`src/ccs_pkg.sv`:
```
`timescale 1ns / 1ps

package ccs_pkg;

    localparam int DATA_W  = 8;
    localparam int KEY_W   = 256;
    localparam int NONCE_W = 96;
    localparam int CTR_W   = 32;
    localparam int POS_W   = 6;
    localparam int CFG_IDX_W  = 3;
    localparam int CFG_DATA_W = 64;

    localparam logic [31:0] SIGMA_0 = 32'h6170_7865;
    localparam logic [31:0] SIGMA_1 = 32'h3320_646e;
    localparam logic [31:0] SIGMA_2 = 32'h7962_2d32;
    localparam logic [31:0] SIGMA_3 = 32'h6b20_6574;

    typedef logic [15:0][31:0] words_t;

    typedef enum logic [CFG_IDX_W-1:0] {
        CFG_KEY_PART_0      = 3'd0,
        CFG_KEY_PART_1      = 3'd1,
        CFG_KEY_PART_2      = 3'd2,
        CFG_KEY_PART_3      = 3'd3,
        CFG_NONCE_LOW       = 3'd4,
        CFG_NONCE_HIGH      = 3'd5,
        CFG_INITIAL_COUNTER = 3'd6
    } cfg_idx_t;

    typedef struct packed {
        logic [DATA_W-1:0] data;
        logic              restart;
        logic              new_message;
    } item_t;

    typedef struct packed {
        logic             start;
        logic [CTR_W-1:0] counter;
    } core_req_t;

    typedef struct packed {
        logic busy;
        logic done;
    } core_sts_t;

    typedef enum logic [1:0] {
        CORE_IDLE,
        CORE_ROUND,
        CORE_FINAL
    } core_state_t;

    typedef enum logic {
        BACK_RUN,
        BACK_WAIT
    } back_state_t;

    function automatic words_t init_state(
        input logic [KEY_W-1:0]   key,
        input logic [CTR_W-1:0]   counter,
        input logic [NONCE_W-1:0] nonce
    );
        words_t s;
        s[0] = SIGMA_0;
        s[1] = SIGMA_1;
        s[2] = SIGMA_2;
        s[3] = SIGMA_3;
        for (int i = 0; i < 8; i++)
        begin
            s[4+i] = key[32*i +: 32];
        end
        s[12] = counter;
        s[13] = nonce[31:0];
        s[14] = nonce[63:32];
        s[15] = nonce[95:64];
        return s;
    endfunction

endpackage

```
`src/ccs_front.sv`:
```
`timescale 1ns / 1ps

module ccs_front
    import ccs_pkg::*;
#(
    parameter int QUEUE_DEPTH = 4
)
(
    input  logic              clk,
    input  logic              rst_n,
    input  logic              s_tvalid,
    output logic              s_tready,
    input  logic [DATA_W-1:0] s_tdata,
    input  logic [1:0]        s_tuser,
    output item_t             head,
    output logic              head_valid,
    input  logic              pop
);

    localparam int PTR_W = (QUEUE_DEPTH > 1) ? $clog2(QUEUE_DEPTH) : 1;
    localparam int CNT_W = $clog2(QUEUE_DEPTH + 1);

    item_t             queue_reg [QUEUE_DEPTH];
    logic [PTR_W-1:0]  wr_ptr_reg, wr_ptr_next;
    logic [PTR_W-1:0]  rd_ptr_reg, rd_ptr_next;
    logic [CNT_W-1:0]  count_reg, count_next;
    logic              push;
    logic              do_pop;
    item_t             in_item;

    assign s_tready   = (count_reg != CNT_W'(QUEUE_DEPTH));
    assign push       = s_tvalid && s_tready;
    assign head_valid = (count_reg != '0);
    assign do_pop     = pop && head_valid;
    assign head       = queue_reg[rd_ptr_reg];

    // tuser bit 0 is restart, bit 1 is new message
    always_comb
    begin
        in_item.data        = s_tdata;
        in_item.restart     = s_tuser[0];
        in_item.new_message = s_tuser[1];
    end

    always_comb
    begin
        wr_ptr_next = wr_ptr_reg;
        rd_ptr_next = rd_ptr_reg;
        count_next  = count_reg;
        if (push)
        begin
            wr_ptr_next = (wr_ptr_reg == PTR_W'(QUEUE_DEPTH - 1)) ? '0 : wr_ptr_reg + 1'b1;
        end
        if (do_pop)
        begin
            rd_ptr_next = (rd_ptr_reg == PTR_W'(QUEUE_DEPTH - 1)) ? '0 : rd_ptr_reg + 1'b1;
        end
        if (push && !do_pop)
        begin
            count_next = count_reg + 1'b1;
        end
        else if (!push && do_pop)
        begin
            count_next = count_reg - 1'b1;
        end
    end

    always_ff @(posedge clk or negedge rst_n)
    begin
        if (!rst_n)
        begin
            wr_ptr_reg <= '0;
            rd_ptr_reg <= '0;
            count_reg  <= '0;
        end
        else
        begin
            wr_ptr_reg <= wr_ptr_next;
            rd_ptr_reg <= rd_ptr_next;
            count_reg  <= count_next;
        end
    end

    always_ff @(posedge clk)
    begin
        if (push)
        begin
            queue_reg[wr_ptr_reg] <= in_item;
        end
    end

endmodule

```
`config.mk`:
```
export PLATFORM = sky130hd
export DESIGN_NAME = ccs_front
export DESIGN_NICKNAME = d
export VERILOG_FILES = /design/src/ccs_pkg.sv /design/src/ccs_front.sv
export SDC_FILE = /design/constraint.sdc
export NUM_CORES = 1
export LEC_CHECK = 0
export BUFFER_PORTS_ARGS = -buffer_cell sky130_fd_sc_hd__clkbuf_2
export CORE_MARGIN = 5
export CORE_UTILIZATION = 55
export DETAILED_ROUTE_END_ITERATION = 16
export PLACE_DENSITY = 0.77
export RECOVER_POWER = 100
export SLEW_MARGIN = 5
export SYNTH_ARGS = -nofsm -noshare
export SYNTH_HDL_FRONTEND = slang
export SYNTH_SLANG_ARGS = --single-unit
```
`constraint.sdc`:
```
create_clock -name clk -period 2.5 [get_ports clk]
set_input_delay 0.25 -clock clk [delete_from_list [all_inputs] [get_ports clk]]
set_output_delay 0.25 -clock clk [all_outputs]
set_load 0.01 [all_outputs]
```
==> results.cfg <==
[run_status]
outcome = finished clean

[yosys]
synth_cells = 88
synth_top_area_cell = edfxtp_1
yosys.area.top_type_share_pct = 63.91
ys_seq_area_share_pct = 73.24
yosys.cell_types.count = 18
syn-mean-instance-area_sq_um = 21.36
ys_seq_elements = 47
netlist_top_cells_area = edfxtp_1, mux4_2, dfrtp_1
synth.cell_area_sq_um = 1879
synth_fp_nets = 109
yosys_warnings = 0

[power_and_ir_drop]
power_leakage_nw = 0.7515
ir_drop_mv = 0.7256
switching_share_pct = 29.46
power_frac_seq_pct = 48.6
p_int_mw = 1.742
comb_power_share_pct = 29.7
pwr_density_cell_nw_per_um2 = 1160
power.total_mw = 2.470
switching_power_mw = 0.7276
power.share.clock_pct = 21.7

[final_layout]
area_delta_synth_final_pct = 13.25
final_cell_area_sq_um = 2128
diodes = 0
largest_register_ffs = 40
drive_gt1_share_pct = 21.49
layout.nets = 141
num-fill-cells = 261

[timing]
rsz0062_at_grt = no
hold_violations = 0
fin_tns_setup_ns = 0
fin_crit_sh_pct = 90.99
tightest_slew_ns = 0.5373
fin_ws_ns = 0.2253
drv_slew = 0
maxSlewHeadroom_pct = 64.18
period_needed_ns = 2.275
fmax_mhz = 439.6
skew_ns = 0.008229
setup_viol_count_final = 0

[floorplanning]
die_y_um = 68.46
dieArea_sq_um = 4686
io_pins = 26
die_x_um = 68.46
coreArea_sq_um = 3311
start_util_pct = 56.76
row_count = 21

[cts]
cts.clk_slew.worst_paths_ns = 0.13
cts_max_path_buffers = 2
clockRootBuffer = clkbuf_4
clk_latency_ns = 0.35
cts.sinks = 47
cts_tree = done
cts_buffers = 5
htreeDepth = 2

[global_route]
grt_pass1_wl_um = 4926
grt_max_degree = 15
antenna_found_initial = 0
grt_usage_pct = 15.26
grt_pass1_vias = 1040
overflow = 0

[setup_path]
rrSetupSlack_ns = 0.23
setup.worst_path.start_class = register
path_max_fanout = 6
worstPathRequired_ns = 2.75
worst-setup-path-type = register to register
cp.arrival_ns = 2.52
cp-end-kind = register

[route]
viasPerCell = 5.335
routed_wl_um = 2942
firstDrtPassIters = 2
ant_nets = 0
drc_errors = 0
num_vias = 891
first_iter_violations = 50
wl_per_cell_um = 17.62

[run]
maxCapViolCount = 0

[placed_design]
dpl_cell_area_sq_um = 2061
gp_congestion = 0.7127
dpl_worst_slack_ns = 0.3263
dpl.hpwl_um = 2072
portBuffers = 25

[worst_hold_path]
hp-class = input port to register
## critical path: stages (launching register included)
cell and delay (ns):
dfrtp_1 0.45, or3b_1 0.45, and2_0 0.26, ha_1 0.26, inv_1 0.08, fa_1 0.41
mux2_2 0.26
## stage by stage
| stage | cells | util [%] | hold WS (ns) |
|---|---|---|---|
| after floorplan | 88 | - | -0.04559 |
| after global placement | 158 | 62.24 | 0.09112 |
| after detailed placement | 158 | 62.24 | 0.09468 |
| after CTS | 167 | 65.61 | 0.08951 |
| after global routing | 167 | 64.29 | 0.1386 |
| final | 167 | 64.29 | 0.1402 |
## cells by family after synthesis
group	Yosys count	share of synthesized area (%)
buffers and inverters	5	1.065
flip-flops	47	73.24
XOR/XNOR	3	1.398
adder cells (fa/ha/maj)	7	5.060
multiplexers	15	15.38
AND/OR/NAND/NOR	11	3.862
## layout make-up
type | instances | area, sq um | share of cell area, %
flip-flops and latches | 47 | 1376 | 64.67
repair buffers | 27 | 112.6 | 5.291
clock inverters | 2 | 60.06 | 2.822
multi-input cells | 36 | 469.2 | 22.05
well taps | 46 | 57.56 | 2.704
clock buffers | 6 | 41.29 | 1.940
inverters | 3 | 11.26 | 0.5291
## metal layers
| layer | vias to the layer above | share of wire (%) | global-route usage [%] |
|---|---|---|---|
| li1 | 412 | - | - |
| met1 | 453 | 38 | 16.57 |
| met2 | 18 | 55 | 27.41 |
| met3 | 8 | 5.3 | 4.269 |
| met4 | 0 | 1.9 | 6.700 |
| met5 | - | 0 | 0 |
## what timing repair did
| item | CTS | global route |
|---|---|---|
| setup buffers | 0 | 0 |
| hold buffers | 1 | 0 |
| setup endpoints to repair | 0 | 0 |
| hold endpoints to repair | 7 | 0 |
| resized for setup | 0 | 0 |
## cells in the final DEF (no fill, tap or decap), drive strengths merged
cell / count
edfxtp: 40
clkbuf: 32
mux4: 10
dfrtp: 7
ha: 6
mux2: 5
and3: 4
inv: 3
nor2: 3
xor2: 2
bufinv: 2
or3b: 1
and2: 1
or3: 1
nand2: 1
xnor2: 1
fa: 1
dlygate4sd3: 1
## power groups by stage
| stage | clock network, mW | logic (mW) | registers, mW |
|---|---|---|---|
| 2_1_floorplan | 0 | 0.611 | 1.14 |
| 3_3_place_gp | 0 | 0.795 | 1.21 |
| 3_5_place_dp | 0 | 0.820 | 1.22 |
| 4_1_cts | 0.546 | 0.821 | 1.21 |
| 5_1_grt | 0.582 | 0.826 | 1.23 |
| 6_report | 0.536 | 0.734 | 1.20 |
## cells in the mapped netlist (all sizes together)
| cell | instances |
|---|---|
| edfxtp | 40 |
| mux4 | 10 |
| dfrtp | 7 |
| ha | 6 |
| mux2 | 5 |
| and3 | 4 |
| inv | 3 |
| nor2 | 3 |
| xor2 | 2 |
| and2 | 1 |
| buf | 1 |
| clkbuf | 1 |
| fa | 1 |
| nand2 | 1 |
| or3 | 1 |
| or3b | 1 |
| xnor2 | 1 |
## final timing paths
| kind | to | cells past startpoint | startpoint |
|---|---|---|---|
| hold reg to reg | count_reg[2] | 1 | count_reg[2] |
| setup reg to reg | count_reg[1] | 6 | count_reg[0] |
| max in group asynchronous | wr_ptr_reg[0] | 2 | rst_n |
| min in group asynchronous | rd_ptr_reg[1] | 2 | rst_n |
| setup / recovery | count_reg[1] | 6 | count_reg[0] |
| hold / removal | queue_reg[0][2] | 1 | s_tdata[0] |
No activity file was read; power rests on OpenSTA's default activity.
